**src/mcss_pkg.sv**
```systemverilog
// ----------------------------------------------------------------------------
// mcss_pkg
// Shared types, byte codes and the duty computation of the motor command
// sequencer.
// ----------------------------------------------------------------------------
package mcss_pkg;

  // Kind of request taken from the input stream (carried in tuser).
  typedef enum logic [2:0] {
    CMD_DRIVE = 3'd0,
    CMD_CATCH = 3'd1,
    CMD_LEFT  = 3'd2,
    CMD_RIGHT = 3'd3,
    CMD_REPLY = 3'd4
  } cmd_e;

  // Running sequence, kept while busy.
  typedef enum logic [1:0] {
    OP_DRIVE = 2'd0,
    OP_CATCH = 2'd1,
    OP_LEFT  = 2'd2,
    OP_RIGHT = 2'd3
  } op_e;

  // Reported failure point of a sequence.
  typedef enum logic [2:0] {
    FAIL_NONE      = 3'd0,
    FAIL_HANDSHAKE = 3'd1,
    FAIL_MODE      = 3'd2,
    FAIL_CONTROL   = 3'd3,
    FAIL_LEFT      = 3'd4,
    FAIL_RIGHT     = 3'd5,
    FAIL_END       = 3'd6
  } fail_e;

  // Index of the byte last sent, whose reply is awaited.
  localparam logic [2:0] STG_HELLO   = 3'd0;
  localparam logic [2:0] STG_MODE    = 3'd1;
  localparam logic [2:0] STG_CONTROL = 3'd2;
  localparam logic [2:0] STG_LEFT    = 3'd3;
  localparam logic [2:0] STG_RIGHT   = 3'd4;
  localparam logic [2:0] STG_END     = 3'd5;

  // Bytes on the serial link.
  localparam logic [7:0] BYTE_HELLO    = 8'h48; // H
  localparam logic [7:0] BYTE_MODE     = 8'h4D; // M
  localparam logic [7:0] BYTE_END      = 8'h45; // E
  localparam logic [7:0] BYTE_CATCH    = 8'h43; // C
  localparam logic [7:0] BYTE_LEFT     = 8'h4C; // L
  localparam logic [7:0] BYTE_RIGHT    = 8'h52; // R
  localparam logic [7:0] REPLY_HELLO   = 8'h68; // h
  localparam logic [7:0] REPLY_A       = 8'h61; // a
  localparam logic [7:0] REPLY_M       = 8'h6D; // m
  localparam logic [7:0] REPLY_O       = 8'h6F; // o
  localparam logic [7:0] REPLY_K       = 8'h6B; // k
  localparam logic [3:0] NIB_FORWARD   = 4'hF;
  localparam logic [3:0] NIB_REVERSE   = 4'hB;

  // One result item.
  typedef struct packed {
    logic       tx_valid;
    logic [7:0] tx_byte;
    logic       done_res;
    logic       success;
    logic [2:0] fail_stage;
  } result_t;

  // Duty for one wheel: min(max_pwm, (max_pwm * |power|) >> 12).
  function automatic logic [7:0] duty_of(logic [7:0] max_pwm, logic [15:0] power);
    logic [16:0] mag;
    logic [24:0] prod;
    logic [12:0] scaled;
    mag    = power[15] ? (17'h10000 - {1'b0, power}) : {1'b0, power};
    prod   = 25'(max_pwm) * 25'(mag);
    scaled = prod[24:12];
    return (scaled > 13'(max_pwm)) ? max_pwm : scaled[7:0];
  endfunction

  // Direction nibble for one wheel; zero when the duty is too small to move.
  function automatic logic [3:0] dir_nibble(logic [7:0] duty, logic negative);
    if (duty > 8'd1) begin
      return negative ? NIB_REVERSE : NIB_FORWARD;
    end
    return 4'h0;
  endfunction

endpackage

```
**src/motor_command_spi_sequencer_unit.sv**
```systemverilog
// ----------------------------------------------------------------------------
// motor_command_spi_sequencer_unit
// Byte sequencer for a serial link to a two-wheel motor controller: turns
// drive, catch and prepare requests into bytes to send and checks replies.
// ----------------------------------------------------------------------------
// Each request on the slave stream is either a command (drive, catch, prepare
// left, prepare right) or a reply byte that the partner clocked back during
// the last transfer. A command accepted while idle starts a sequence and
// answers with the byte H to send; every reply then answers with the next
// byte to send, or with a done result carrying success and the failure stage.
// Commands while busy, replies while idle and unused command codes give no
// result. The block takes one request per clock while the output does not
// stall: a request is first held in an input register, and then one pass of
// logic (one 8 x 17 bit multiply and compare per wheel, the reply check and
// the state update) fills the output register, from which the master side
// takes it. Both registers advance together whenever the output register is
// empty or being taken, so the slave side stalls only while a result waits
// on the master side. max_pwm is written through cfg_we_i / cfg_wdata_i; the
// user must write it only while the block is idle, as the block itself does
// not enforce this.
module motor_command_spi_sequencer_unit (
  input  logic        clk_i,
  input  logic        rst_ni,
  input  logic        cfg_we_i,
  input  logic [7:0]  cfg_wdata_i,
  input  logic        s_axis_tvalid,
  output logic        s_axis_tready,
  // [15:0] power_left, [31:16] power_right, [39:32] reply_byte
  input  logic [39:0] s_axis_tdata,
  // [2:0] command
  input  logic [2:0]  s_axis_tuser,
  output logic        m_axis_tvalid,
  input  logic        m_axis_tready,
  // [7:0] tx_byte, [8] success, [11:9] fail_stage, [15:12] zero
  output logic [15:0] m_axis_tdata,
  // [0] tx_valid, [1] done_res
  output logic [1:0]  m_axis_tuser
);

  logic [7:0] max_pwm_q;

  // Input register.
  logic        in_valid_q;
  logic [2:0]  in_cmd_q;
  logic [15:0] in_pl_q;
  logic [15:0] in_pr_q;
  logic [7:0]  in_rx_q;

  // Sequence state.
  logic       busy_q, busy_d;
  logic [1:0] op_kind_q, op_kind_d;
  logic [2:0] stage_q, stage_d;
  logic [7:0] duty_left_q, duty_left_d;
  logic [7:0] duty_right_q, duty_right_d;
  logic [7:0] dir_q, dir_d;

  // Output register.
  logic                 out_valid_q;
  mcss_pkg::result_t    out_q;

  logic                 advance;
  logic                 res_valid;
  mcss_pkg::result_t    res;
  logic [7:0]           new_duty_l, new_duty_r;
  logic                 is_start;

  assign advance       = !out_valid_q || m_axis_tready;
  assign s_axis_tready = !in_valid_q || advance;

  assign new_duty_l = mcss_pkg::duty_of(max_pwm_q, in_pl_q);
  assign new_duty_r = mcss_pkg::duty_of(max_pwm_q, in_pr_q);
  assign is_start   = (in_cmd_q == mcss_pkg::CMD_DRIVE) || (in_cmd_q == mcss_pkg::CMD_CATCH) ||
                      (in_cmd_q == mcss_pkg::CMD_LEFT)  || (in_cmd_q == mcss_pkg::CMD_RIGHT);

  always_comb begin
    logic [7:0] side_byte;
    busy_d       = busy_q;
    op_kind_d    = op_kind_q;
    stage_d      = stage_q;
    duty_left_d  = duty_left_q;
    duty_right_d = duty_right_q;
    dir_d        = dir_q;
    res_valid    = 1'b0;
    res          = '0;
    side_byte    = mcss_pkg::BYTE_RIGHT;

    if (is_start) begin
      if (!busy_q) begin
        op_kind_d = in_cmd_q[1:0];
        if (in_cmd_q == mcss_pkg::CMD_DRIVE) begin
          duty_left_d  = new_duty_l;
          duty_right_d = new_duty_r;
          dir_d        = {mcss_pkg::dir_nibble(new_duty_l, in_pl_q[15]),
                          mcss_pkg::dir_nibble(new_duty_r, in_pr_q[15])};
        end
        busy_d       = 1'b1;
        stage_d      = mcss_pkg::STG_HELLO;
        res_valid    = 1'b1;
        res.tx_valid = 1'b1;
        res.tx_byte  = mcss_pkg::BYTE_HELLO;
      end
    end else if ((in_cmd_q == mcss_pkg::CMD_REPLY) && busy_q) begin
      // Every reply yields one result: either the next byte or a finish.
      res_valid    = 1'b1;
      res.done_res = 1'b1;
      res.success  = 1'b1;
      res.fail_stage = mcss_pkg::FAIL_NONE;
      if (op_kind_q == mcss_pkg::OP_DRIVE) begin
        unique case (stage_q)
          mcss_pkg::STG_HELLO: begin
            if (in_rx_q == mcss_pkg::REPLY_HELLO) begin
              res.tx_byte = mcss_pkg::BYTE_MODE;
            end else begin
              res.fail_stage = mcss_pkg::FAIL_HANDSHAKE;
            end
          end
          mcss_pkg::STG_MODE: begin
            if (in_rx_q == mcss_pkg::REPLY_A) begin
              res.tx_byte = dir_q;
            end else begin
              res.fail_stage = mcss_pkg::FAIL_MODE;
            end
          end
          mcss_pkg::STG_CONTROL: begin
            if (in_rx_q == mcss_pkg::REPLY_M) begin
              res.tx_byte = duty_left_q;
            end else begin
              res.fail_stage = mcss_pkg::FAIL_CONTROL;
            end
          end
          mcss_pkg::STG_LEFT: begin
            if (in_rx_q == mcss_pkg::REPLY_O) begin
              res.tx_byte = duty_right_q;
            end else begin
              res.fail_stage = mcss_pkg::FAIL_LEFT;
            end
          end
          mcss_pkg::STG_RIGHT: begin
            if (in_rx_q == mcss_pkg::REPLY_K) begin
              res.tx_byte = mcss_pkg::BYTE_END;
            end else begin
              res.fail_stage = mcss_pkg::FAIL_RIGHT;
            end
          end
          mcss_pkg::STG_END: begin
            if (in_rx_q != mcss_pkg::REPLY_O) begin
              res.fail_stage = mcss_pkg::FAIL_END;
            end
          end
          default: begin
          end
        endcase
        // A send happens at every stage before the end byte when the reply matched.
        if ((stage_q != mcss_pkg::STG_END) && (stage_q <= mcss_pkg::STG_RIGHT) &&
            (res.fail_stage == mcss_pkg::FAIL_NONE)) begin
          res.tx_valid = 1'b1;
          res.done_res = 1'b0;
          res.success  = 1'b0;
        end
      end else if (stage_q == mcss_pkg::STG_HELLO) begin
        if (op_kind_q == mcss_pkg::OP_CATCH) begin
          side_byte = mcss_pkg::BYTE_CATCH;
        end else if (op_kind_q == mcss_pkg::OP_LEFT) begin
          side_byte = mcss_pkg::BYTE_LEFT;
        end
        if (in_rx_q == mcss_pkg::REPLY_HELLO) begin
          res.tx_valid = 1'b1;
          res.tx_byte  = side_byte;
          res.done_res = 1'b0;
          res.success  = 1'b0;
        end else begin
          res.fail_stage = mcss_pkg::FAIL_HANDSHAKE;
        end
      end

      if (res.done_res) begin
        res.success = (res.fail_stage == mcss_pkg::FAIL_NONE);
        busy_d      = 1'b0;
        stage_d     = mcss_pkg::STG_HELLO;
      end else begin
        stage_d = stage_q + 3'd1;
      end
    end
  end

  always_ff @(posedge clk_i or negedge rst_ni) begin
    if (!rst_ni) begin
      max_pwm_q    <= 8'd241;
      in_valid_q   <= 1'b0;
      out_valid_q  <= 1'b0;
      busy_q       <= 1'b0;
      op_kind_q    <= 2'd0;
      stage_q      <= 3'd0;
      duty_left_q  <= 8'd0;
      duty_right_q <= 8'd0;
      dir_q        <= 8'd0;
    end else begin
      if (cfg_we_i) begin
        max_pwm_q <= cfg_wdata_i;
      end
      if (s_axis_tready) begin
        in_valid_q <= s_axis_tvalid;
      end
      if (advance) begin
        out_valid_q <= in_valid_q && res_valid;
        if (in_valid_q) begin
          busy_q       <= busy_d;
          op_kind_q    <= op_kind_d;
          stage_q      <= stage_d;
          duty_left_q  <= duty_left_d;
          duty_right_q <= duty_right_d;
          dir_q        <= dir_d;
        end
      end
    end
  end

  // Payload registers carry no reset.
  always_ff @(posedge clk_i) begin
    if (s_axis_tready && s_axis_tvalid) begin
      in_cmd_q <= s_axis_tuser;
      in_pl_q  <= s_axis_tdata[15:0];
      in_pr_q  <= s_axis_tdata[31:16];
      in_rx_q  <= s_axis_tdata[39:32];
    end
    if (advance && in_valid_q && res_valid) begin
      out_q <= res;
    end
  end

  assign m_axis_tvalid = out_valid_q;
  assign m_axis_tdata  = {4'd0, out_q.fail_stage, out_q.success, out_q.tx_byte};
  assign m_axis_tuser  = {out_q.done_res, out_q.tx_valid};

  // A result either asks for a byte or ends the sequence, never both.
  assert property (@(posedge clk_i) disable iff (!rst_ni)
    m_axis_tvalid |-> !(m_axis_tuser[0] && m_axis_tuser[1]))
    else $error("result both sends a byte and finishes");

  // Success only comes with a finish and no failure stage.
  assert property (@(posedge clk_i) disable iff (!rst_ni)
    (m_axis_tvalid && m_axis_tdata[8]) |-> (m_axis_tuser[1] && (m_axis_tdata[11:9] == 3'd0)))
    else $error("success without a clean finish");

  // Loading a finish result leaves the sequencer idle.
  assert property (@(posedge clk_i) disable iff (!rst_ni)
    (advance && in_valid_q && res_valid && res.done_res) |=> !busy_q)
    else $error("sequencer still busy after finish");

  // An empty output register never blocks the input side.
  assert property (@(posedge clk_i) disable iff (!rst_ni)
    !out_valid_q |-> s_axis_tready)
    else $error("input stalled with empty output register");

endmodule

```
**config.mk**
```make
export PLATFORM = sky130hd
export DESIGN_NAME = motor_command_spi_sequencer_unit
export DESIGN_NICKNAME = d
export VERILOG_FILES = /design/src/mcss_pkg.sv /design/src/motor_command_spi_sequencer_unit.sv
export SDC_FILE = /design/constraint.sdc
export NUM_CORES = 1
export LEC_CHECK = 0
export ABC_AREA = 1
export CORE_AREA = 5 5 150 224
export DETAILED_ROUTE_END_ITERATION = 6
export DIE_AREA = 0 0 155 229
export DONT_BUFFER_PORTS = 1
export SETUP_SLACK_MARGIN = 0.5
export SYNTH_ARGS = -nofsm -noshare
export SYNTH_HDL_FRONTEND = slang
export SYNTH_SLANG_ARGS = --single-unit
```
**constraint.sdc**
```tcl
create_clock -name clk_i -period 7.85 [get_ports clk_i]
set_input_delay 1.57 -clock clk_i [delete_from_list [all_inputs] [get_ports clk_i]]
set_output_delay 1.57 -clock clk_i [all_outputs]
set_load 0.005 [all_outputs]
```
=== After elaboration in Yosys (flattened, before gate mapping) ===
Index checks and enable logic that the tools add are counted.

* Word-level logic and storage cells: 132
* Bits of input ports: 56
* Output and inout bits: 20
* Register bits: 97

* Muxes and demuxes: 57
* Eq/ne operators: 19
* Multiply operators: 2
* Order comparisons: 5
* $add $sub $neg: 3
* Reductions and logical operators: 26
* Bitwise operators: 2

{| class="wikitable"
|+ Operators by type and width
! kind !! number
|-
| two-way mux 14 bit || 5
|-
| multiplier 8 x 17 -> 25 bit || 2
|-
| equality test 8 x 7 -> 1 bit, second input constant || 5
|-
| two-way mux 8 bit || 5
|-
| case mux 8 bit (5 select lines) || 1
|-
| two-way mux 3 bit || 12
|-
| two-way mux 17 bit || 2
|-
| subtractor 17 x 16 -> 17 bit, first input constant || 2
|-
| > comparator 13 x 8 -> 1 bit || 2
|-
| two-way mux 9 bit || 2
|-
| case mux 3 bit (6 select lines) || 1
|-
| two-way mux 1 bit || 17
|-
| > comparator 8 x 1 -> 1 bit, second input constant || 2
|-
| two-way mux 4 bit || 4
|-
| two-way mux 7 bit || 2
|-
| equality test 3 x 2 -> 1 bit, second input constant || 4
|-
| zero test 3 bit || 4
|-
| AND reduction 4 bit || 3
|-
| two-way mux 11 bit || 1
|-
| two-way mux 5 bit || 2
|-
| equality test 3 bit, second input constant || 3
|-
| != test 8 x 7 -> 1 bit, second input constant || 1
|-
| logical AND 1 bit || 7
|-
| equality test 3 x 1 -> 1 bit, second input constant || 2
|-
| other kinds (14) || 23
|}

=== Logic depth before layout (Yosys ltp) ===
Gate-level depths: netlist (run 1).

* Depth after elaboration: 16
* Mapped depth: 52
* Gate-level depth less buffers: 51

=== Worst setup path after synthesis (run 1) ===
Ideal clock, no wire load.

* Path type: register to register
* Start point: register in_pr_q[0]
* End point: register dir_q[2]
* Slack: 1.103 ns
* Cell stages (with the launch flop): 48
* Buffers on the path: 1
* Required time: 7.733 ns
* Arrival: 6.630 ns
* Clock period less this slack: 6.747 ns
* Cells stage by stage: edfxtp_1 > buf_4 > inv_1 > ha_1 > inv_1 > nor2_1 > inv_1 > nor2_1 > inv_1 > nor3_2 > nand2_1 > nor3_1 > nand2_1 > nand2_1 > xor2_1 > nor2_1 > fa_1 > fa_1 > [12 not listed] > nand2_1 > inv_1 > o21bai_1 > nand3_1 > nand2_1 > nand2_1 > nand2_1 > nand3_1 > nor2_1 > nand2_1 > nor2_4 > nand3_1 > nand2_1 > nand2_1 > nor2_1 > nand2_1 > nand3_1 > nand2_1

* Cells in the longest elaborated chain, start to end: 11

{| class="wikitable"
|+ Ends and longest elaborated chain
! element !! RTL line !! text
|-
| from (decl) || motor_command_spi_sequencer_unit.sv:46 || <nowiki>logic [15:0] in_pr_q;</nowiki>
|-
| from (signal assigned) || motor_command_spi_sequencer_unit.sv:223 || <nowiki>in_pr_q <= s_axis_tdata[31:16];</nowiki>
|-
| subtractor 17 x 16 -> 17 bit || mcss_pkg.sv:73 || <nowiki>mag = power[15] ? (17'h10000 - {1'b0, power}) : {1'b0, power};</nowiki>
|-
| two-way mux 17 bit * || mcss_pkg.sv:73 ||
|-
| multiplier 8 x 17 -> 25 bit * || mcss_pkg.sv:74 || <nowiki>prod = 25'(max_pwm) * 25'(mag);</nowiki>
|-
| > comparator 13 x 8 -> 1 bit || mcss_pkg.sv:76 || <nowiki>return (scaled > 13'(max_pwm)) ? max_pwm : scaled[7:0];</nowiki>
|-
| two-way mux 8 bit * || mcss_pkg.sv:76 ||
|-
| > comparator 8 x 1 -> 1 bit * || mcss_pkg.sv:81 || <nowiki>if (duty > 8'd1) begin</nowiki>
|-
| two-way mux 1 bit * || mcss_pkg.sv:81 ||
|-
| two-way mux 1 bit * || motor_command_spi_sequencer_unit.sv:90 || <nowiki>if (in_cmd_q == mcss_pkg::CMD_DRIVE) begin</nowiki>
|-
| two-way mux 1 bit * || motor_command_spi_sequencer_unit.sv:88 || <nowiki>if (!busy_q) begin</nowiki>
|-
| two-way mux 1 bit * || motor_command_spi_sequencer_unit.sv:87 || <nowiki>if (is_start) begin</nowiki>
|-
| two-way mux 4 bit * || mcss_pkg.sv:84 || <nowiki>return 4'h0;</nowiki>
|-
| to (signal assigned) || motor_command_spi_sequencer_unit.sv:212 || <nowiki>dir_q <= dir_d;</nowiki>
|-
| to (decl) || motor_command_spi_sequencer_unit.sv:55 || <nowiki>logic [7:0] dir_q, dir_d;</nowiki>
|}

Every way passes the cells marked *; elsewhere a longest branch is shown, timed or not. The select of a mux whose other input is x is not followed.
A chain may end at the register's enable or synchronous reset.

=== Final worst setup path (run 1) ===
* Start point: register in_pr_q[0]
* End point: register dir_q[3]

Same word-level chain as after synthesis.

==> results of run 1 <==
## cells in the mapped netlist, drive strengths merged (5+ instances only)
cell type | count | share of area
nor3 | 22 | 0.011
nand2 | 403 | 0.11
xor2 | 19 | 0.014
nor2 | 305 | 0.086
nand4 | 16 | 0.0072
inv | 410 | 0.11
dfrtp | 31 | 0.056
fa | 178 | 0.26
clkbuf | 25 | 0.0068
edfxtp | 57 | 0.12
buf | 19 | 0.0078
ha | 111 | 0.10
xnor2 | 5 | 0.0032
o21bai | 10 | 0.0059
a21oi | 51 | 0.019
nand3b | 11 | 0.0059
or2 | 8 | 0.0036
dfstp | 5 | 0.0095
nand3 | 55 | 0.022
o21ai | 68 | 0.025
## layout by cell type, fill, tap and decap left out, types with 6 or more instances in the layout
cell,netlist,layout
sky130_fd_sc_hd__inv_2,7,16
sky130_fd_sc_hd__nand3_1,50,41
sky130_fd_sc_hd__a21oi_2,1,8
sky130_fd_sc_hd__nor2_4,3,6
sky130_fd_sc_hd__nand3_2,4,13
sky130_fd_sc_hd__nand3b_1,11,11
sky130_fd_sc_hd__ha_4,0,15
sky130_fd_sc_hd__buf_4,7,67
sky130_fd_sc_hd__o21bai_1,8,7
sky130_fd_sc_hd__clkbuf_16,0,10
sky130_fd_sc_hd__nor3_2,6,9
sky130_fd_sc_hd__ha_1,111,93
sky130_fd_sc_hd__inv_1,403,391
sky130_fd_sc_hd__nor3_1,15,7
sky130_fd_sc_hd__nor3_4,1,6
sky130_fd_sc_hd__nand2_2,3,34
sky130_fd_sc_hd__nand2_1,399,366
sky130_fd_sc_hd__xor2_1,17,13
sky130_fd_sc_hd__o21ai_0,65,57
sky130_fd_sc_hd__nand4_1,16,16
sky130_fd_sc_hd__edfxtp_1,57,57
sky130_fd_sc_hd__or2_2,7,6
sky130_fd_sc_hd__dfrtp_1,31,31
sky130_fd_sc_hd__o21ai_1,1,8
sky130_fd_sc_hd__nor2_2,3,29
sky130_fd_sc_hd__nor2_1,298,269
sky130_fd_sc_hd__a21oi_1,50,42
sky130_fd_sc_hd__fa_1,178,176
sky130_fd_sc_hd__conb_1,2,20
## layer usage
layer | global-route usage | vias to the layer above | part of all wire
met5 | 0 | - | 0
met4 | 0.152 | 0 | 0.081
met3 | 0.0259 | 148 | 0.035
met2 | 0.464 | 351 | 0.55
met1 | 0.235 | 5742 | 0.34
li1 | - | 5668 | -
## state kept, by name, indices dropped and copies added (netlist names)
name           cells
in_pl_q           16
in_pr_q           16
m_axis_tdata      12
duty_left_q        8
duty_right_q       8
in_rx_q            8
max_pwm_q          8
dir_q              4
in_cmd_q           3
stage_q            3
m_axis_tuser       2
op_kind_q          2
busy_q             1
in_valid_q         1
m_axis_tvalid      1
## power breakdown
part	internal (mW)	switching, mW	total [mW]
Combinational	2.15	3.48	5.63
Clock	0.244	0.190	0.434
Sequential	0.602	0.0642	0.667
Total	3.00	3.73	6.73
## cell type report
type	count	area, um^2	area share
sequential	93	2620	0.166
timing repair buffer	71	557	0.0353
clock inverter	4	30.0	0.00191
tap	410	513	0.0326
clock buffer	12	268	0.0170
multi-input combinational	1314	10200	0.648
inverter	412	1560	0.0989
## final timing paths
check                                     startpoint                         to
worst max-delay path            in_pr_q[0]$_DFFE_PP_       dir_q[3]$_DFFE_PN0P_
worst max register to register  in_pr_q[0]$_DFFE_PP_       dir_q[3]$_DFFE_PN0P_
min in group asynchronous                     rst_ni  m_axis_tvalid$_DFFE_PN0N_
worst min register to register  dir_q[6]$_DFFE_PN0P_       dir_q[6]$_DFFE_PN0P_
max in group asynchronous                     rst_ni   max_pwm_q[4]$_DFFE_PN1P_
worst min-delay path            dir_q[6]$_DFFE_PN0P_       dir_q[6]$_DFFE_PN0P_
## tightest hold or removal path: stages (launching register included)
cell and delay (ns):
sky130_fd_sc_hd__dfrtp_1 0.35, sky130_fd_sc_hd__nand2_1 0.05, sky130_fd_sc_hd__nand2_1 0.06
## cells by family (layout without fill, tap and decap cells)
family                     Yosys count  count (layout)
and+or+nand+nor                    830             830
AOI/OAI and AO/OA                  151             151
DFF                                 93              93
adders and majority gates          289             289
buffers and inverters              456             499
other                                2              20
xor gates and xnor gates            24              24
## timing repair
| item | in CTS | in global routing |
|---|---|---|
| setup buffers | 4 | 37 |
| setup endpoints to repair | 20 | 20 |
| gates resized for setup | 21 | 140 |
| pin swaps | 4 | 72 |
## through the flow
stage	power [mW]	worst slack, ns
floorplan	4.03	1.10
global placement	5.24	0.214
detailed placement	5.28	0.0529
CTS	5.87	0.492
global route	7.47	0.0421
finish	6.73	0.454
==> impl_metrics.prom, run 1 <==
# TYPE chip_impl_metric gauge
chip_impl_info{name="run_status",value="finished, final reports clean"} 1
chip_impl_metric{name="finalSetupViolations",unit=""} 0
chip_impl_metric{name="top_level_ports",unit=""} 76
chip_impl_metric{name="timing.hold.ws",unit="ns"} 0.497
chip_impl_metric{name="synth_seq_area_share",unit=""} 0.188
chip_impl_metric{name="critical_path_cell_count",unit=""} 47
chip_impl_metric{name="die_width",unit="um"} 155
chip_impl_metric{name="gp_routability_congestion",unit=""} 0.960
chip_impl_metric{name="stdcell_area",unit="um^2"} 15800
chip_impl_info{name="hp-class",value="register to register"} 1
chip_impl_metric{name="timing.clock.skew",unit="ns"} 0.00972
chip_impl_info{name="unrepaired_setup_endpoints_after_global_routing",value="yes"} 1
chip_impl_metric{name="syn_avg_cell_area",unit="um^2"} 7.53
chip_impl_metric{name="layout_cells_excl_fill",unit=""} 2316
chip_impl_metric{name="cts.hold.buffers_added",unit=""} 0
chip_impl_metric{name="tritoncts.num_buffers",unit=""} 9
chip_impl_metric{name="timing_worst_slew_pin_value",unit="ns"} 0.985
chip_impl_metric{name="maxCapViolCount",unit=""} 0
chip_impl_metric{name="synth_cells",unit=""} 1845
chip_impl_info{name="crit_path_class",value="register to register"} 1
chip_impl_metric{name="number_of_clock_sinks",unit=""} 93
chip_impl_metric{name="clock_tree.buffer_depth",unit=""} 2
chip_impl_metric{name="grt_max_degree",unit=""} 41
chip_impl_metric{name="detail_route_antenna_nets",unit=""} 0
chip_impl_metric{name="die_h",unit="um"} 229
chip_impl_metric{name="initial_core_util",unit=""} 0.441
chip_impl_metric{name="worstPathBufferInverterCount",unit=""} 8
chip_impl_info{name="path_common_cell",value="sky130_fd_sc_hd__nand2_1"} 1
chip_impl_metric{name="ys_async_sr_fraction",unit=""} 0.387
chip_impl_metric{name="clock_latency",unit="ns"} 0.35
chip_impl_metric{name="syn_area",unit="um^2"} 13900
chip_impl_metric{name="firstDrtPassIters",unit=""} 6
chip_impl_metric{name="cell_variety_after_synth",unit=""} 56
chip_impl_metric{name="cp_required",unit="ns"} 8.08
chip_impl_metric{name="n_antenna_cell",unit=""} 0
chip_impl_info{name="main_combinational_cell_family_by_area_after_synthesis",value="adder cells"} 1
chip_impl_info{name="cp_top_family",value="simple AND/OR/NAND/NOR gates"} 1
chip_impl_metric{name="synthXorXnorAreaFrac",unit=""} 0.0170
chip_impl_metric{name="fp.dieArea",unit="um^2"} 35500
chip_impl_metric{name="htree_levels",unit=""} 3
chip_impl_metric{name="average_wire_length_per_cell_after_detail_routing",unit="um"} 17.9
chip_impl_metric{name="setup-tns-final",unit="ns"} 0
chip_impl_metric{name="initialDrtViolationCount",unit=""} 532
chip_impl_metric{name="nNetsFinal",unit=""} 2246
chip_impl_info{name="start_kind",value="register"} 1
chip_impl_metric{name="cp_slowest_stage_delay",unit="ns"} 0.52
chip_impl_metric{name="layout_cell_share_with_drive_strength_beyond_1",unit=""} 0.141
chip_impl_metric{name="global_route.usage.total",unit=""} 0.239
chip_impl_metric{name="fraction_of_the_mapped_netlist_area_in_compound_gates",unit=""} 0.0615
chip_impl_metric{name="first_global_vias",unit=""} 12889
chip_impl_info{name="yosys_most_used_dff",value="sky130_fd_sc_hd__edfxtp_1"} 1
chip_impl_metric{name="first_pass_grt_wire_length",unit="um"} 66300
chip_impl_info{name="end_kind",value="register"} 1
chip_impl_metric{name="final_worst_path_cycle_share",unit=""} 0.942
chip_impl_metric{name="core.rowCount",unit=""} 80
chip_impl_metric{name="irDropWorstVdd",unit="V"} 0.000325
chip_impl_metric{name="core_area",unit="um^2"} 31500
chip_impl_metric{name="worstHoldPathCells",unit=""} 2
chip_impl_info{name="critical_path.slowest_cell",value="sky130_fd_sc_hd__fa_1"} 1
chip_impl_metric{name="dp.final_hpwl",unit="um"} 34000
chip_impl_metric{name="placedCellCount",unit=""} 2259
chip_impl_metric{name="r2r_setup_slack",unit="ns"} 0.45
chip_impl_metric{name="finalHoldViolations",unit=""} 0
chip_impl_metric{name="report.final.slew_viol_count",unit=""} 0
chip_impl_info{name="tritoncts_clock_tree",value="built"} 1
chip_impl_metric{name="crit_fanout",unit=""} 6
chip_impl_metric{name="vias",unit=""} 11909
chip_impl_metric{name="area_delta_synth_final",unit="%"} 13.3
chip_impl_metric{name="synthesis.yosys.warnings",unit=""} 0
chip_impl_metric{name="port_buffers",unit=""} 0
chip_impl_metric{name="leakagePower",unit="nW"} 8.06
chip_impl_metric{name="clock_pin_slew_on_the_worst_setup_and_hold_paths",unit="ns"} 0.07
chip_impl_metric{name="synthesized_area_fraction_occupied_by_and_or_nand_nor_cells",unit=""} 0.250
chip_impl_metric{name="synth_mux_area_frac",unit=""} 0
chip_impl_metric{name="maxClockFrequency",unit="GHz"} 0.135
chip_impl_metric{name="remaining_drc_errors",unit=""} 0
chip_impl_metric{name="synth_seq_cells",unit=""} 93
chip_impl_metric{name="yosys.area_share.adder",unit=""} 0.356
chip_impl_metric{name="pwr_per_cell_area",unit="nW/um^2"} 427
chip_impl_metric{name="fin_util",unit=""} 0.500
chip_impl_metric{name="data_arrival_time_of_the_critical_path",unit="ns"} 7.63
chip_impl_metric{name="finalWirelength",unit="um"} 41500
chip_impl_metric{name="overflow_after_grt",unit=""} 0
chip_impl_metric{name="reg2regPathDepth",unit=""} 47
chip_impl_metric{name="grt_antenna_before_repair",unit=""} 0
chip_impl_metric{name="number_of_enable_type_register_cells_in_the_synthesized_netlist",unit=""} 57
chip_impl_metric{name="avgViaCountPerCell",unit=""} 5.14
chip_impl_metric{name="placed_area",unit="um^2"} 14500
chip_impl_metric{name="slew-limit-headroom",unit=""} 0.343
chip_impl_info{name="clockRootBuffer",value="sky130_fd_sc_hd__clkbuf_16"} 1
chip_impl_metric{name="fillerInstances",unit=""} 3148
chip_impl_metric{name="layout_min_cycle_time",unit="ns"} 7.40
No activity file was read; power rests on OpenSTA's default activity.
==> run 2: changes to the inputs <==
- CORE_AREA: 5 5 150 224 -> 5 5 174 193
- DIE_AREA: 0 0 155 229 -> 0 0 179 198
==> impl_metrics.prom, run 2 (synthesis gave the netlist of run 1 again) <==
# TYPE chip_impl_metric gauge
chip_impl_metric{name="placed_area",unit="um^2"} 14600
chip_impl_metric{name="power.clock.fraction",unit=""} 0.059
chip_impl_metric{name="r2r_setup_slack",unit="ns"} 0.63
chip_impl_metric{name="layout_min_cycle_time",unit="ns"} 7.22
chip_impl_metric{name="first_global_vias",unit=""} 11948
chip_impl_metric{name="finalSetupViolations",unit=""} 0
chip_impl_metric{name="seq_power_share",unit=""} 0.085
chip_impl_metric{name="fillerInstances",unit=""} 3026
chip_impl_metric{name="remaining_drc_errors",unit=""} 0
chip_impl_info{name="hp-class",value="register to register"} 1
chip_impl_metric{name="port_buffers",unit=""} 0
chip_impl_metric{name="fin_util",unit=""} 0.523
chip_impl_metric{name="tritoncts.num_buffers",unit=""} 9
chip_impl_metric{name="timing_worst_slew_pin_value",unit="ns"} 0.941
chip_impl_metric{name="detail_route_antenna_nets",unit=""} 0
chip_impl_metric{name="final_worst_path_cycle_share",unit=""} 0.919
chip_impl_info{name="end_kind",value="register"} 1
chip_impl_metric{name="avgViaCountPerCell",unit=""} 5.06
chip_impl_metric{name="pwr_per_cell_area",unit="nW/um^2"} 478
chip_impl_metric{name="die_h",unit="um"} 198
chip_impl_metric{name="core.rowCount",unit=""} 68
chip_impl_metric{name="clock_pin_slew_on_the_worst_setup_and_hold_paths",unit="ns"} 0.07
chip_impl_metric{name="cp_slowest_stage_delay",unit="ns"} 0.58
chip_impl_metric{name="dp.final_hpwl",unit="um"} 30500
chip_impl_metric{name="maxClockFrequency",unit="GHz"} 0.139
chip_impl_metric{name="slew-limit-headroom",unit=""} 0.371
chip_impl_info{name="unrepaired_setup_endpoints_after_global_routing",value="yes"} 1
chip_impl_metric{name="leakagePower",unit="nW"} 8.27
chip_impl_metric{name="htree_levels",unit=""} 3
chip_impl_metric{name="reg2regPathDepth",unit=""} 47
chip_impl_metric{name="overflow_after_grt",unit=""} 0
chip_impl_metric{name="placedCellCount",unit=""} 2273
chip_impl_metric{name="clock_tree.buffer_depth",unit=""} 2
chip_impl_info{name="crit_path_class",value="register to register"} 1
chip_impl_metric{name="setup-tns-final",unit="ns"} 0
chip_impl_metric{name="crit_fanout",unit=""} 6
chip_impl_metric{name="grt_max_degree",unit=""} 44
chip_impl_metric{name="firstDrtPassIters",unit=""} 5
chip_impl_metric{name="gp_routability_congestion",unit=""} 0.944
chip_impl_metric{name="data_arrival_time_of_the_critical_path",unit="ns"} 7.47
chip_impl_metric{name="layout_cell_share_with_drive_strength_beyond_1",unit=""} 0.187
chip_impl_metric{name="cp_required",unit="ns"} 8.10
chip_impl_metric{name="vias",unit=""} 11892
chip_impl_metric{name="clock_latency",unit="ns"} 0.37
chip_impl_info{name="start_kind",value="register"} 1
chip_impl_metric{name="nNetsFinal",unit=""} 2272
chip_impl_metric{name="maxCapViolCount",unit=""} 0
chip_impl_metric{name="area_delta_synth_final",unit="%"} 17.5
chip_impl_metric{name="timing.clock.skew",unit="ns"} 0.0125
chip_impl_metric{name="first_pass_grt_wire_length",unit="um"} 60900
chip_impl_metric{name="die_width",unit="um"} 179
chip_impl_metric{name="average_wire_length_per_cell_after_detail_routing",unit="um"} 16.3
chip_impl_info{name="worst_hold_start",value="duty_left_q[2]$_DFFE_PN0P_"} 1
chip_impl_metric{name="switching_share",unit=""} 0.532
chip_impl_metric{name="initial_core_util",unit=""} 0.445
chip_impl_info{name="path_common_cell",value="sky130_fd_sc_hd__nand2_1"} 1
chip_impl_metric{name="initialDrtViolationCount",unit=""} 802
chip_impl_metric{name="report.final.slew_viol_count",unit=""} 0
chip_impl_metric{name="worstHoldPathCells",unit=""} 2
chip_impl_metric{name="n_antenna_cell",unit=""} 0
chip_impl_metric{name="finalHoldViolations",unit=""} 0
chip_impl_info{name="layout.cells.most_common_list",value="368 x sky130_fd_sc_hd__inv_1, 353 x sky130_fd_sc_hd__nand2_1, 258 x sky130_fd_sc_hd__nor2_1"} 1
chip_impl_info{name="run_status",value="finished, final reports clean"} 1
chip_impl_metric{name="finalWirelength",unit="um"} 38400
chip_impl_info{name="crit-reg2reg-launch",value="in_pr_q[1]$_DFFE_PP_"} 1
chip_impl_metric{name="cts.hold.buffers_added",unit=""} 0
chip_impl_info{name="hold_path_end",value="duty_left_q[2]$_DFFE_PN0P_"} 1
chip_impl_metric{name="layout_cells_excl_fill",unit=""} 2352
chip_impl_metric{name="irDropWorstVdd",unit="V"} 0.000315
chip_impl_metric{name="grt_antenna_before_repair",unit=""} 0
chip_impl_metric{name="global_route.usage.total",unit=""} 0.217
chip_impl_metric{name="number_of_clock_sinks",unit=""} 93
chip_impl_info{name="tritoncts_clock_tree",value="built"} 1
chip_impl_metric{name="power.share.combinational",unit=""} 0.856
chip_impl_info{name="layout.cells.most_common",value="sky130_fd_sc_hd__inv_1"} 1
chip_impl_metric{name="top_level_ports",unit=""} 76
chip_impl_metric{name="net-switching-power",unit="mW"} 4.15
chip_impl_metric{name="stdcell_area",unit="um^2"} 16300
chip_impl_info{name="critical_path.reg2reg.endpoint",value="dir_q[3]$_DFFE_PN0P_"} 1
chip_impl_metric{name="fp.dieArea",unit="um^2"} 35400
chip_impl_info{name="clockRootBuffer",value="sky130_fd_sc_hd__clkbuf_16"} 1
chip_impl_metric{name="internal_power_contribution",unit="mW"} 3.65
chip_impl_metric{name="core_area",unit="um^2"} 31200
chip_impl_info{name="critical_path.slowest_cell",value="sky130_fd_sc_hd__fa_1"} 1
run 2: power groups by stage:
stage | clock (mW) | sequential [mW] | combinational (mW)
2_1_floorplan | 0 | 0.646 | 3.38
3_3_place_gp | 0 | 0.666 | 4.53
3_5_place_dp | 0 | 0.667 | 4.58
4_1_cts | 0.468 | 0.658 | 4.89
5_1_grt | 0.492 | 0.668 | 7.35
6_report | 0.462 | 0.661 | 6.68
run 2: worst max-delay path by stage:
stage / from / to / slack (ns)
after floorplan: in_pr_q[0]$_DFFE_PP_ / dir_q[2]$_DFFE_PN0P_ / 1.10
after global placement: in_pl_q[0]$_DFFE_PP_ / dir_q[6]$_DFFE_PN0P_ / 0.07
after detailed placement: in_pl_q[0]$_DFFE_PP_ / dir_q[6]$_DFFE_PN0P_ / 0.003
after CTS: in_pr_q[2]$_DFFE_PP_ / dir_q[2]$_DFFE_PN0P_ / 0.50
after global routing: in_pr_q[1]$_DFFE_PP_ / dir_q[2]$_DFFE_PN0P_ / 0.19
final: in_pr_q[1]$_DFFE_PP_ / dir_q[3]$_DFFE_PN0P_ / 0.63
run 2: timing repair:
item,4_1_cts,5_1_grt
setup endpoints to repair,18,20
hold endpoints to repair,0,0
gates resized for setup,30,229
pin swaps,6,99
setup buffers,14,49
run 2: routing by layer:
layer	global-route usage	up-vias	routed length (um)
met4	0.0540	0	1070
met2	0.371	321	18500
met1	0.288	5777	16600
met3	0.0355	67	2190
li1	-	5727	-
met5	0	-	0
run 2: layout make-up:
class / instances / area [um^2] / area share
clock buffer: 9 / 225 / 0.0138
clock inverter: 7 / 77.6 / 0.00475
inverter: 412 / 1560 / 0.0955
multi-input combinational: 1314 / 10600 / 0.646
sequential: 93 / 2620 / 0.160
tap: 420 / 526 / 0.0322
timing repair buffer: 97 / 767 / 0.0470
run 2: metrics by stage:
| stage | power [mW] | hold slack (ns) | worst slack [ns] |
|---|---|---|---|
| finish | 7.80 | 0.495 | 0.634 |
| global route | 8.51 | 0.519 | 0.188 |
| CTS | 6.02 | 0.495 | 0.501 |
| detailed placement | 5.25 | 0.477 | 0.00331 |
| global placement | 5.20 | 0.465 | 0.0651 |
| floorplan | 4.03 | 0.449 | 1.10 |
run 2: critical path: cells and delay by family, from the launching register on:
family,cells,cell delay (ns)
buffers and inverters,12,1.11
DFF,1,0.42
and+or+nand+nor,29,2.87
adders and majority gates,6,2.73
==> run 3: changes to the inputs <==
- BUFFER_PORTS_ARGS: not set -> -buffer_cell sky130_fd_sc_hd__buf_2
- DONT_BUFFER_PORTS: 1 -> not set
==> impl_metrics.prom, run 3 (synthesis gave the netlist of run 1 again) <==
# TYPE chip_impl_metric gauge
chip_impl_metric{name="initial_core_util",unit=""} 0.445
chip_impl_metric{name="maxCapViolCount",unit=""} 0
chip_impl_metric{name="global_route.usage.total",unit=""} 0.221
chip_impl_metric{name="switching_share",unit=""} 0.536
chip_impl_metric{name="core_area",unit="um^2"} 31200
chip_impl_metric{name="fp.dieArea",unit="um^2"} 35400
chip_impl_metric{name="internal_power_contribution",unit="mW"} 3.33
chip_impl_info{name="critical_path.slowest_cell",value="sky130_fd_sc_hd__fa_1"} 1
chip_impl_metric{name="leakagePower",unit="nW"} 8.45
chip_impl_metric{name="average_wire_length_per_cell_after_detail_routing",unit="um"} 15.7
chip_impl_metric{name="multi_input_area",unit="um^2"} 10200
chip_impl_metric{name="finalSetupViolations",unit=""} 0
chip_impl_metric{name="clock_latency",unit="ns"} 0.35
chip_impl_metric{name="vias",unit=""} 12120
chip_impl_metric{name="number_of_clock_sinks",unit=""} 93
chip_impl_metric{name="net-switching-power",unit="mW"} 3.84
chip_impl_metric{name="maxClockFrequency",unit="GHz"} 0.138
chip_impl_metric{name="pre_cts_ws",unit="ns"} 0.0155
chip_impl_metric{name="htree_levels",unit=""} 3
chip_impl_metric{name="stdcell_area",unit="um^2"} 16300
chip_impl_metric{name="area_delta_synth_final",unit="%"} 17.0
chip_impl_info{name="start_kind",value="register"} 1
chip_impl_metric{name="power.share.combinational",unit=""} 0.849
chip_impl_metric{name="timing_worst_slew_pin_value",unit="ns"} 1.18
chip_impl_metric{name="report.final.slew_viol_count",unit=""} 0
chip_impl_metric{name="first_global_vias",unit=""} 12339
chip_impl_metric{name="total_power",unit="mW"} 7.16
chip_impl_metric{name="grt_max_degree",unit=""} 44
chip_impl_metric{name="n_antenna_cell",unit=""} 0
chip_impl_metric{name="cp_slowest_stage_delay",unit="ns"} 0.55
chip_impl_info{name="path_common_cell",value="sky130_fd_sc_hd__nand2_1"} 1
chip_impl_metric{name="die_width",unit="um"} 179
chip_impl_info{name="unrepaired_setup_endpoints_after_global_routing",value="yes"} 1
chip_impl_info{name="run_status",value="finished, final reports clean"} 1
chip_impl_metric{name="data_arrival_time_of_the_critical_path",unit="ns"} 7.46
chip_impl_info{name="layout.cells.most_common",value="sky130_fd_sc_hd__inv_1"} 1
chip_impl_metric{name="layout_cells_excl_fill",unit=""} 2418
chip_impl_metric{name="finalHoldViolations",unit=""} 0
chip_impl_metric{name="gp_routability_congestion",unit=""} 0.941
chip_impl_metric{name="detail_route_antenna_nets",unit=""} 0
chip_impl_metric{name="worst_slack",unit="ns"} 0.618
chip_impl_metric{name="layout_min_cycle_time",unit="ns"} 7.23
chip_impl_metric{name="initialDrtViolationCount",unit=""} 648
chip_impl_info{name="hp-class",value="register to register"} 1
chip_impl_metric{name="avgViaCountPerCell",unit=""} 5.01
chip_impl_metric{name="nNetsFinal",unit=""} 2338
chip_impl_metric{name="layout_cell_share_with_drive_strength_beyond_1",unit=""} 0.184
chip_impl_info{name="crit_path_class",value="register to register"} 1
chip_impl_metric{name="remaining_drc_errors",unit=""} 0
chip_impl_metric{name="cts.hold.buffers_added",unit=""} 0
chip_impl_metric{name="register_area",unit="um^2"} 2620
chip_impl_metric{name="irDropWorstVdd",unit="V"} 0.000372
chip_impl_metric{name="firstDrtPassIters",unit=""} 6
chip_impl_metric{name="fillerInstances",unit=""} 3005
chip_impl_metric{name="placedCellCount",unit=""} 2340
chip_impl_info{name="tritoncts_clock_tree",value="built"} 1
chip_impl_metric{name="pwr_per_cell_area",unit="nW/um^2"} 441
chip_impl_metric{name="final_worst_path_cycle_share",unit=""} 0.921
chip_impl_metric{name="power.clock.fraction",unit=""} 0.059
chip_impl_metric{name="die_h",unit="um"} 198
chip_impl_metric{name="slew-limit-headroom",unit=""} 0.208
chip_impl_metric{name="first_pass_grt_wire_length",unit="um"} 62100
chip_impl_metric{name="placed_area",unit="um^2"} 14900
chip_impl_info{name="clockRootBuffer",value="sky130_fd_sc_hd__clkbuf_16"} 1
chip_impl_info{name="end_kind",value="register"} 1
chip_impl_metric{name="overflow_after_grt",unit=""} 0
chip_impl_metric{name="port_buffers",unit=""} 71
chip_impl_info{name="layout.cells.most_common_list",value="378 x sky130_fd_sc_hd__inv_1, 365 x sky130_fd_sc_hd__nand2_1, 273 x sky130_fd_sc_hd__nor2_1"} 1
chip_impl_metric{name="seq_power_share",unit=""} 0.092
chip_impl_metric{name="clock_pin_slew_on_the_worst_setup_and_hold_paths",unit="ns"} 0.07
chip_impl_metric{name="tritoncts.num_buffers",unit=""} 9
chip_impl_metric{name="clock_tree.buffer_depth",unit=""} 2
chip_impl_metric{name="dp.final_hpwl",unit="um"} 30700
chip_impl_metric{name="crit_fanout",unit=""} 6
chip_impl_metric{name="core.rowCount",unit=""} 68
chip_impl_metric{name="grt_antenna_before_repair",unit=""} 0
chip_impl_metric{name="finalWirelength",unit="um"} 37900
chip_impl_metric{name="top_level_ports",unit=""} 76
chip_impl_metric{name="timing.clock.skew",unit="ns"} 0.00851
chip_impl_metric{name="setup-tns-final",unit="ns"} 0
chip_impl_metric{name="cp_required",unit="ns"} 8.08
-- run 3: cell types whose count changed in the layout (fill, tap and decap cells not counted), sizes merged --
cell	delta
clkinv	+3
bufinv	-1
inv	-2
buf	+66
-- run 3: worst max-delay path, delay by kind of cell, from the launching register on --
family,cells,cell delay [ns]
AOI/OAI and AO/OA,3,0.44
xor gates and xnor gates,1,0.18
adders and majority gates,7,2.64
buffers and inverters,11,0.87
DFF,1,0.42
and+or+nand+nor,25,2.57
-- run 3: cell type report --
type	count	share of cell area
Tap cell	420	0.0323
Timing Repair Buffer	163	0.0656
Clock buffer	9	0.0139
Inverter	412	0.0954
Sequential cell	93	0.161
Clock inverter	7	0.00423
Multi-Input combinational cell	1314	0.628
-- run 3: per-layer routing --
metal,GRT usage,up-vias,wire (um)
met4,0.0779,0,1330
met3,0.0397,72,2600
met1,0.292,5794,16100
met2,0.366,395,17800
li1,-,5859,-
met5,0,-,0
-- run 3: worst paths after layout --
| kind | start | end | slack, ns | cells past startpoint |
|---|---|---|---|---|
| max | in_pr_q[0]$_DFFE_PP_ | dir_q[2]$_DFFE_PN0P_ | 0.62 | 47 |
| min | dir_q[5]$_DFFE_PN0P_ | dir_q[5]$_DFFE_PN0P_ | 0.49 | 2 |
| max reg2reg | in_pr_q[0]$_DFFE_PP_ | dir_q[2]$_DFFE_PN0P_ | 0.62 | 47 |
| min reg2reg | dir_q[5]$_DFFE_PN0P_ | dir_q[5]$_DFFE_PN0P_ | 0.49 | 2 |
| max in group asynchronous | rst_ni | dir_q[3]$_DFFE_PN0P_ | 5.98 | 1 |
| min in group asynchronous | rst_ni | max_pwm_q[2]$_DFFE_PN0P_ | 1.33 | 1 |
-- run 3: power groups by stage --
| stage | sequential (mW) | clock (mW) | combinational, mW |
|---|---|---|---|
| 3_3_place_gp | 0.667 | 0 | 4.59 |
| 3_5_place_dp | 0.667 | 0 | 4.63 |
| 2_1_floorplan | 0.646 | 0 | 3.38 |
| 6_report | 0.658 | 0.426 | 6.08 |
| 4_1_cts | 0.656 | 0.438 | 5.09 |
| 5_1_grt | 0.667 | 0.457 | 6.82 |
-- run 3: repair_timing --
item | in CTS | in global routing
buffers inserted | 24 | 38
pin swaps | 17 | 80
resized for setup | 44 | 125
setup endpoints to repair | 14 | 20
-- run 3: per-stage QoR --
| step | utilization | hold slack [ns] |
|---|---|---|
| floorplan | - | 0.449 |
| global placement | 0.476 | 0.466 |
| detailed placement | 0.476 | 0.473 |
| CTS | 0.496 | 0.491 |
| global route | 0.521 | 0.528 |
| finish | 0.521 | 0.491 |
